`config.mk`:
```
export PLATFORM = sky130hd
export DESIGN_NAME = dh_forward_kinematics_chain
export DESIGN_NICKNAME = d
export VERILOG_FILES = /design/src/design/dhfk_pkg.sv /design/src/design/dhfk_cordic.sv /design/src/design/dh_forward_kinematics_chain.sv
export SDC_FILE = /design/constraint.sdc
export NUM_CORES = 2
export LEC_CHECK = 0
export BUFFER_PORTS_ARGS = -buffer_cell sky130_fd_sc_hd__buf_2
export CAP_MARGIN = 25
export CORE_ASPECT_RATIO = 1.1
export CORE_UTILIZATION = 65
export DETAILED_ROUTE_END_ITERATION = 7
export PLACE_DENSITY = 0.92
export SYNTH_ARGS = -nofsm -noshare
export SYNTH_HDL_FRONTEND = slang
export SYNTH_HIERARCHICAL = 1
export SYNTH_SLANG_ARGS = --single-unit
```
`constraint.sdc`:
```
create_clock -name clk -period 24.7 [get_ports clk]
set_clock_uncertainty 0.05 [all_clocks]
set_input_delay 3.705 -clock clk [delete_from_list [all_inputs] [get_ports clk]]
set_output_delay 3.705 -clock clk [all_outputs]
set_load 0.01 [all_outputs]
```
`src/design/dhfk_pkg.sv`:
```
// Package for the DH forward kinematics chain: widths, CORDIC table, helpers.
// No dependencies.
package dhfk_pkg;

  localparam int ANGLE_BITS   = 16;
  localparam int ENTRY_BITS   = 24;
  localparam int FRAC_BITS    = 16;
  localparam int CORDIC_STEPS = 30;
  localparam int CW           = 34;  // CORDIC datapath width
  localparam int ACC_W        = 64;  // accumulator width

  typedef logic signed [ENTRY_BITS-1:0] entry_t;

  // Arctangent table, 2^32 per full turn.
  function automatic logic signed [CW-1:0] atan_val(input logic [4:0] i);
    logic [31:0] v;
    unique case (i)
      5'd0:  v = 32'h20000000; 5'd1:  v = 32'h12E4051E; 5'd2:  v = 32'h09FB385B;
      5'd3:  v = 32'h051111D4; 5'd4:  v = 32'h028B0D43; 5'd5:  v = 32'h0145D7E1;
      5'd6:  v = 32'h00A2F61E; 5'd7:  v = 32'h00517C55; 5'd8:  v = 32'h0028BE53;
      5'd9:  v = 32'h00145F2F; 5'd10: v = 32'h000A2F98; 5'd11: v = 32'h000517CC;
      5'd12: v = 32'h00028BE6; 5'd13: v = 32'h000145F3; 5'd14: v = 32'h0000A2FA;
      5'd15: v = 32'h0000517D; 5'd16: v = 32'h000028BE; 5'd17: v = 32'h0000145F;
      5'd18: v = 32'h00000A30; 5'd19: v = 32'h00000518; 5'd20: v = 32'h0000028C;
      5'd21: v = 32'h00000146; 5'd22: v = 32'h000000A3; 5'd23: v = 32'h00000051;
      5'd24: v = 32'h00000029; 5'd25: v = 32'h00000014; 5'd26: v = 32'h0000000A;
      5'd27: v = 32'h00000005; 5'd28: v = 32'h00000003; 5'd29: v = 32'h00000001;
      default: v = 32'h0;
    endcase
    return $signed({2'b00, v});
  endfunction

  // Round half up at FRAC_BITS, then clamp to the entry range.
  function automatic entry_t round_sat(input logic signed [ACC_W-1:0] acc);
    logic signed [ACC_W-1:0] r;
    logic signed [ACC_W-1:0] hi;
    logic signed [ACC_W-1:0] lo;
    hi = (ACC_W'(1) <<< (ENTRY_BITS - 1)) - ACC_W'(1);
    lo = -hi - ACC_W'(1);
    r  = (acc + (ACC_W'(1) <<< (FRAC_BITS - 1))) >>> FRAC_BITS;
    if (r > hi) r = hi;
    else if (r < lo) r = lo;
    return r[ENTRY_BITS-1:0];
  endfunction

endpackage

```
`src/design/dhfk_cordic.sv`:
```
// Iterative CORDIC: one rotation step per cycle, sine and cosine of a binary angle.
// Depends on dhfk_pkg.
module dhfk_cordic (
  input  logic                                  clk,
  input  logic                                  rst,
  input  logic                                  start,
  input  logic [dhfk_pkg::ANGLE_BITS-1:0]       angle,
  output logic                                  done,
  output logic signed [dhfk_pkg::FRAC_BITS+1:0] sin_out,
  output logic signed [dhfk_pkg::FRAC_BITS+1:0] cos_out
);

  logic signed [dhfk_pkg::CW-1:0] x, y, z;
  logic [4:0] step;
  logic       busy;
  logic       flip;

  logic [31:0] p;
  logic        fl;
  logic signed [dhfk_pkg::CW-1:0] dx, dy, xr, yr;

  always_comb begin
    p  = {angle, {(32 - dhfk_pkg::ANGLE_BITS){1'b0}}};
    fl = (p >= 32'h40000000) && (p < 32'hC0000000);
    if (fl) p = p + 32'h80000000;
    dx = y >>> step;
    dy = x >>> step;
    xr = (x + (dhfk_pkg::CW'(1) <<< (29 - dhfk_pkg::FRAC_BITS))) >>> (30 - dhfk_pkg::FRAC_BITS);
    yr = (y + (dhfk_pkg::CW'(1) <<< (29 - dhfk_pkg::FRAC_BITS))) >>> (30 - dhfk_pkg::FRAC_BITS);
  end

  // Rotation sequencer.
  always_ff @(posedge clk) begin
    done <= 1'b0;
    if (rst) begin
      busy <= 1'b0;
      step <= '0;
    end else if (start) begin
      x    <= dhfk_pkg::CW'(652032874);
      y    <= '0;
      z    <= dhfk_pkg::CW'($signed(p));
      flip <= fl;
      step <= '0;
      busy <= 1'b1;
    end else if (busy) begin
      if (z >= 0) begin
        x <= x - dx; y <= y + dy; z <= z - dhfk_pkg::atan_val(step);
      end else begin
        x <= x + dx; y <= y - dy; z <= z + dhfk_pkg::atan_val(step);
      end
      if (step == 5'(dhfk_pkg::CORDIC_STEPS - 1)) begin
        busy <= 1'b0;
        done <= 1'b1;
      end
      step <= step + 5'd1;
    end
  end

  assign cos_out = flip ? -xr[dhfk_pkg::FRAC_BITS+1:0] : xr[dhfk_pkg::FRAC_BITS+1:0];
  assign sin_out = flip ? -yr[dhfk_pkg::FRAC_BITS+1:0] : yr[dhfk_pkg::FRAC_BITS+1:0];

endmodule

```
`src/design/dh_forward_kinematics_chain.sv`:
```
// DH forward kinematics chain top level. Depends on dhfk_pkg and dhfk_cordic.
// An accepted joint passes through two 30-step CORDIC runs, six link products and
// 36 multiply-accumulates on one shared multiplier before its first row appears.
// Rows 1 and 2 follow one per cycle while m_tready is high.
// A new joint is accepted only after the last row of the previous one is taken.
// Reset (synchronous, rst high) sets the cumulative transform to identity.
module dh_forward_kinematics_chain (
  input  logic        clk,
  input  logic        rst,
  input  logic        s_tvalid,
  output logic        s_tready,
  // joint_position[15:0], joint_offset[31:16], link_length[51:32],
  // link_twist[67:52], link_offset[87:68], zero pad [95:88]
  input  logic [95:0] s_tdata,
  // reverse_sense[0], first_joint[1]
  input  logic [1:0]  s_tuser,
  output logic        m_tvalid,
  input  logic        m_tready,
  // row_index[1:0], entry_col0[25:2], entry_col1[49:26], entry_col2[73:50],
  // entry_col3[97:74], zero pad [103:98]
  output logic [103:0] m_tdata,
  output logic        m_tlast
);

  localparam logic [2:0] S_IDLE = 3'd0, S_CT = 3'd1, S_CA = 3'd2, S_LM = 3'd3,
                         S_MAC = 3'd4, S_OUT = 3'd5;
  localparam int FB = dhfk_pkg::FRAC_BITS;

  logic [2:0] state;
  logic [15:0] tw;
  logic signed [19:0] a_l, d_l;
  logic first;
  dhfk_pkg::entry_t ct [3][4];
  logic signed [FB+1:0] cth, sth, cal, sal;
  logic signed [dhfk_pkg::ENTRY_BITS-1:0] lm [3][4];
  logic [3:0] idx;  // link product or output entry index
  logic [1:0] kk, orow;
  logic signed [dhfk_pkg::ACC_W-1:0] acc;
  dhfk_pkg::entry_t nt [3][4];

  logic cstart, cdone;
  logic [dhfk_pkg::ANGLE_BITS-1:0] cang;
  logic signed [FB+1:0] csin, ccos;

  dhfk_cordic u_cordic (
    .clk(clk), .rst(rst), .start(cstart), .angle(cang),
    .done(cdone), .sin_out(csin), .cos_out(ccos)
  );

  // Shared multiplier operands.
  logic signed [31:0] ma, mb;
  logic signed [63:0] prod;
  logic [1:0] r_i, c_i;
  always_comb begin
    r_i = idx[3:2];
    c_i = idx[1:0];
    ma = '0; mb = '0;
    if (state == S_LM) begin
      unique case (idx)
        4'd0: begin ma = 32'(sth); mb = 32'(cal); end
        4'd1: begin ma = 32'(sth); mb = 32'(sal); end
        4'd2: begin ma = 32'(cth); mb = 32'(cal); end
        4'd3: begin ma = 32'(cth); mb = 32'(sal); end
        4'd4: begin ma = 32'(a_l); mb = 32'(cth); end
        default: begin ma = 32'(a_l); mb = 32'(sth); end
      endcase
    end else begin
      ma = 32'(ct[r_i][kk]);
      mb = 32'(lm[kk][c_i]);
    end
    prod = ma * mb;
  end

  logic signed [63:0] prnd;
  assign prnd = (prod + (64'sd1 <<< (FB - 1))) >>> FB;

  assign cstart = (state == S_IDLE && s_tvalid) || (state == S_CT && cdone);
  always_comb begin
    logic [15:0] pp;
    pp = s_tuser[0] ? -s_tdata[15:0] : s_tdata[15:0];
    cang = (state == S_IDLE) ? pp + s_tdata[31:16] : tw;
  end

  assign s_tready = (state == S_IDLE);

  // Main sequencer.
  always_ff @(posedge clk) begin
    if (rst) begin
      state <= S_IDLE;
      for (int r = 0; r < 3; r++)
        for (int c = 0; c < 4; c++)
          ct[r][c] <= (r == c) ? dhfk_pkg::ENTRY_BITS'(1 << FB) : '0;
    end else begin
      unique case (state)
        S_IDLE: if (s_tvalid) begin
          tw <= s_tdata[67:52]; a_l <= s_tdata[51:32]; d_l <= s_tdata[87:68];
          first <= s_tuser[1];
          state <= S_CT;
        end
        S_CT: if (cdone) begin
          cth <= ccos; sth <= csin;
          state <= S_CA;
        end
        S_CA: if (cdone) begin
          cal <= ccos; sal <= csin;
          idx <= '0;
          state <= S_LM;
          if (first)
            for (int r = 0; r < 3; r++)
              for (int c = 0; c < 4; c++)
                ct[r][c] <= (r == c) ? dhfk_pkg::ENTRY_BITS'(1 << FB) : '0;
        end
        S_LM: begin
          unique case (idx)
            4'd0: lm[0][1] <= -prnd[dhfk_pkg::ENTRY_BITS-1:0];
            4'd1: lm[0][2] <= prnd[dhfk_pkg::ENTRY_BITS-1:0];
            4'd2: lm[1][1] <= prnd[dhfk_pkg::ENTRY_BITS-1:0];
            4'd3: lm[1][2] <= -prnd[dhfk_pkg::ENTRY_BITS-1:0];
            4'd4: lm[0][3] <= prnd[dhfk_pkg::ENTRY_BITS-1:0];
            default: lm[1][3] <= prnd[dhfk_pkg::ENTRY_BITS-1:0];
          endcase
          lm[0][0] <= dhfk_pkg::ENTRY_BITS'(cth);
          lm[1][0] <= dhfk_pkg::ENTRY_BITS'(sth);
          lm[2][0] <= '0;
          lm[2][1] <= dhfk_pkg::ENTRY_BITS'(sal);
          lm[2][2] <= dhfk_pkg::ENTRY_BITS'(cal);
          lm[2][3] <= dhfk_pkg::ENTRY_BITS'(d_l);
          if (idx == 4'd5) begin
            idx <= '0; kk <= '0; acc <= '0;
            state <= S_MAC;
          end else begin
            idx <= idx + 4'd1;
          end
        end
        S_MAC: begin
          // Three products per entry; the translation column adds the kept offset.
          if (kk == 2'd2) begin
            logic signed [63:0] s;
            s = acc + prod;
            if (c_i == 2'd3) s = s + (64'(ct[r_i][3]) <<< FB);
            nt[r_i][c_i] <= dhfk_pkg::round_sat(s);
            kk <= '0; acc <= '0;
            if (idx == 4'd11) begin
              orow <= '0;
              state <= S_OUT;
            end
            idx <= idx + 4'd1;
          end else begin
            acc <= acc + prod;
            kk <= kk + 2'd1;
          end
        end
        S_OUT: begin
          if (orow == 2'd0) ct <= nt;
          if (m_tready) begin
            if (orow == 2'd2) state <= S_IDLE;
            orow <= orow + 2'd1;
          end
        end
        default: state <= S_IDLE;
      endcase
    end
  end

  assign m_tvalid = (state == S_OUT);
  assign m_tlast  = (orow == 2'd2);
  assign m_tdata  = {6'd0, nt[orow][3], nt[orow][2], nt[orow][1], nt[orow][0], orow};

  a_out_rows: assert property (@(posedge clk) disable iff (rst)
    m_tvalid |-> orow != 2'd3) else $error("row index out of range");
  a_no_accept_busy: assert property (@(posedge clk) disable iff (rst)
    (state != S_IDLE) |-> !s_tready) else $error("ready while busy");
  a_last_done: assert property (@(posedge clk) disable iff (rst)
    (m_tvalid && m_tready && m_tlast) |=> state == S_IDLE) else $error("no return to idle");

endmodule

```
==> impl_metrics.ini <==
[power]
power_density_nw_per_um2 = 64.59
leakage_uw = 0.04339
finalPower_uw = 6812
max-vdd-ir-drop_uv = 114.5

[grt]
grtUsageMet1_pct = 48.28
gr-total-overflow = 0
grt_pass1_vias = 85640
grt_pass1_wl_um = 484500
grtUsageTotal_pct = 40.64
grt_antenna_before_repair = 24
grt_max_degree = 273
met3_usage_pct = 9.861
busiest_layer = met2
met2_usage_pct = 64.29

[clocking]
cts_tree = yes
cts_sinks = 1158
cts_setup_buffers = 0
cts_buffers = 105
cts_root_buf = clkbuf_16
cts_resized = 0
clk_path_buf_depth = 3
clock_latency_ps = 800
htree_levels = 3
clk_pin_slew_ps = 70
hold_buffers = 0

[outcome]
status = complete, but fails checks
violations = design-rule violations

[critical_path]
cp_slowest_stage_delay_ps = 900
r2r_slack_ps = 3950
rr_worst_depth = 59
crit_start = idx[3]
criticalPathCategory = reg2reg
slowest_stage = a21oi_1
worstSetupStartpointType = flip-flop
critPathRequiredTime_ps = 24980
r2r_end = nt[19]
worstPathMaxFanout = 101
critical_path_arrival_ps = 21030
cpMostUsedCell = inv_1
rr_startpoint = idx[3]
critPathCaptureType = flip-flop

[logic_synthesis]
synth_top_area_share_pct = 25.13
postSynthAreaPerCell_sq_um = 9.495
synthesis.area_sq_um = 98950
yosysTopAreaCell = edfxtp_1
synth_edf_count = 828
synth_seq_cells = 1158
synthCells = 10420
yosys-top-cells-count = inv_1, nand2_1, nor2_1
ys_seq_area_share_pct = 31.80
yosys_warnings = 6
ys_top_cells_by_area = edfxtp_1, fa_1, dfxtp_1, ha_1, inv_1
async_flop_share_pct = 0
synthFlopType = edfxtp_1
netlist-cell-type-count = 119
yosysMostFrequentCell = inv_1

[sta]
slew_headroom_pct = 11.63
finalSetupTns_ps = 0
rsz0062_at_grt = no
finalMaxSlewViolations = 0
fin_crit_sh_pct = 84.03
max_freq_mhz = 48.18
hold_slack_ps = 366.6
hold_viol = 0
period_needed_ps = 20750
setup_ws_ps = 3945
tightest_slew_ps = 1312
setup_viol = 0

[cells_and_area]
area_growth_pct = 6.587
drive_gt1_share_pct = 9.166
stdcell_area_sq_um = 105500
multi_input_area_sq_um = 61430
fillers = 9923
fin_nets = 11630
regArea_sq_um = 31490

[detailed_routing]
ant_nets = 0
viasPerCell = 6.841
drt-pass1-iter-count = 8
wl_per_cell_um = 25.75
route.detailed.drc = 59
vias = 84400
wirelength_um = 317700
drt_iter0_markers = 11940

[place]
preCtsSetupSlack_ps = 4681
dpl_cell_area_sq_um = 101500
portBuffers = 194
dp_hpwl_um = 223000
routabilityCongestion = 1.029

[min_path]
holdPathEnd = lm[2][1]
hold_depth = 0
hp-class = reg2reg
min_from = d_l[1]

[die]
start_util_pct = 65.77
fp.dieW_um = 374.0
rows = 149
dieArea_sq_um = 153800
fp.dieH_um = 411.2
core_sq_um = 150400
ios = 209

[flow_run]
cap_violations = 0
[power breakdown]
group          switching, uW  leakage, uW  total [uW]  internal (uW)
Combinational           1510       0.0314        2580           1070
Sequential               241       0.0102        2500           2260
Clock                    791      0.00177        1730            943
Total                   2540       0.0434        6810           4270
[layout make-up]
cell class / count / share of cell area (%)
multi-input combinational: 7581 / 58.24
sequential: 1158 / 29.86
inverter: 1067 / 3.804
clock buffer: 132 / 2.807
tap: 1963 / 2.329
timing repair buffer: 361 / 2.303
clock inverter: 65 / 0.6347
antenna: 10 / 0.02373
[critical path, delay by kind of cell (launching register included)]
kind | cells | cell delay [ps]
fa+ha+maj | 11 | 4940
xor+xnor | 3 | 600
flops | 1 | 420
compound gates | 16 | 6690
simple gates | 16 | 4410
buf+inv | 13 | 3050
[worst max path at each step]
| stage | endpoint | slack (ps) | cells after the start |
|---|---|---|---|
| final | nt[19] | 3950 | 59 |
| after global routing | nt[270] | 3310 | 59 |
| after CTS | nt[148] | 4650 | 57 |
| after detailed placement | nt[28] | 4680 | 57 |
| after global placement | nt[117] | 4580 | 59 |
| after floorplan | nt[110] | 7190 | 63 |
[sequential cells by signal, indices dropped and copies added, names as in the netlist, 20 cells and up, named ones only]
name	count
d_l	20
u_cordic/x	34
u_cordic/z	34
lm	236
acc	64
nt	288
ct	288
a_l	20
u_cordic/y	34
[layer usage]
metal,vias up,routed length [um],share of wire [%]
met5,-,122,0.038
met4,18,27100,8.5
met3,1701,39370,12
met2,6532,144500,45
met1,40430,106600,34
li1,35730,-,-
[cells by family after synthesis]
kind of cell               count (synthesis)  share of synthesized area [%]
and+or+nand+nor                         3138                          14.80
adders and majority gates               1257                          22.15
xor gates and xnor gates                 484                          4.292
buffers and inverters                   1687                          6.605
DFF                                     1158                          31.80
AOI/OAI and AO/OA                       2174                          13.85
other                                      1                       0.003790
muxes                                    522                          6.495
[metrics by stage]
step	util [%]	cells
2_1_floorplan	-	10430
3_3_place_gp	67.42	12100
3_5_place_dp	67.49	12110
4_1_cts	69.91	12310
5_1_grt	70.09	12330
6_report	70.10	12340
[cell usage in the layout, fill, tap and decap left out, types with 78 or more instances in the layout]
cell type	synthesis	final
a21o_1	142	142
a21oi_1	685	669
buf_2	30	193
buf_4	19	144
clkbuf_16	0	114
dfxtp_1	330	323
edfxtp_1	828	828
fa_1	824	823
ha_1	433	432
inv_1	1058	1058
mux2_2	78	78
mux2i_1	355	355
mux4_2	88	88
nand2_1	1004	1004
nand2b_1	129	129
nand3_1	402	401
nor2_1	853	837
nor2b_1	97	96
nor3_1	123	122
o21ai_0	539	530
or2_2	108	108
xnor2_1	295	295
xor2_1	188	188
Power figures use the tool's default switching activity.
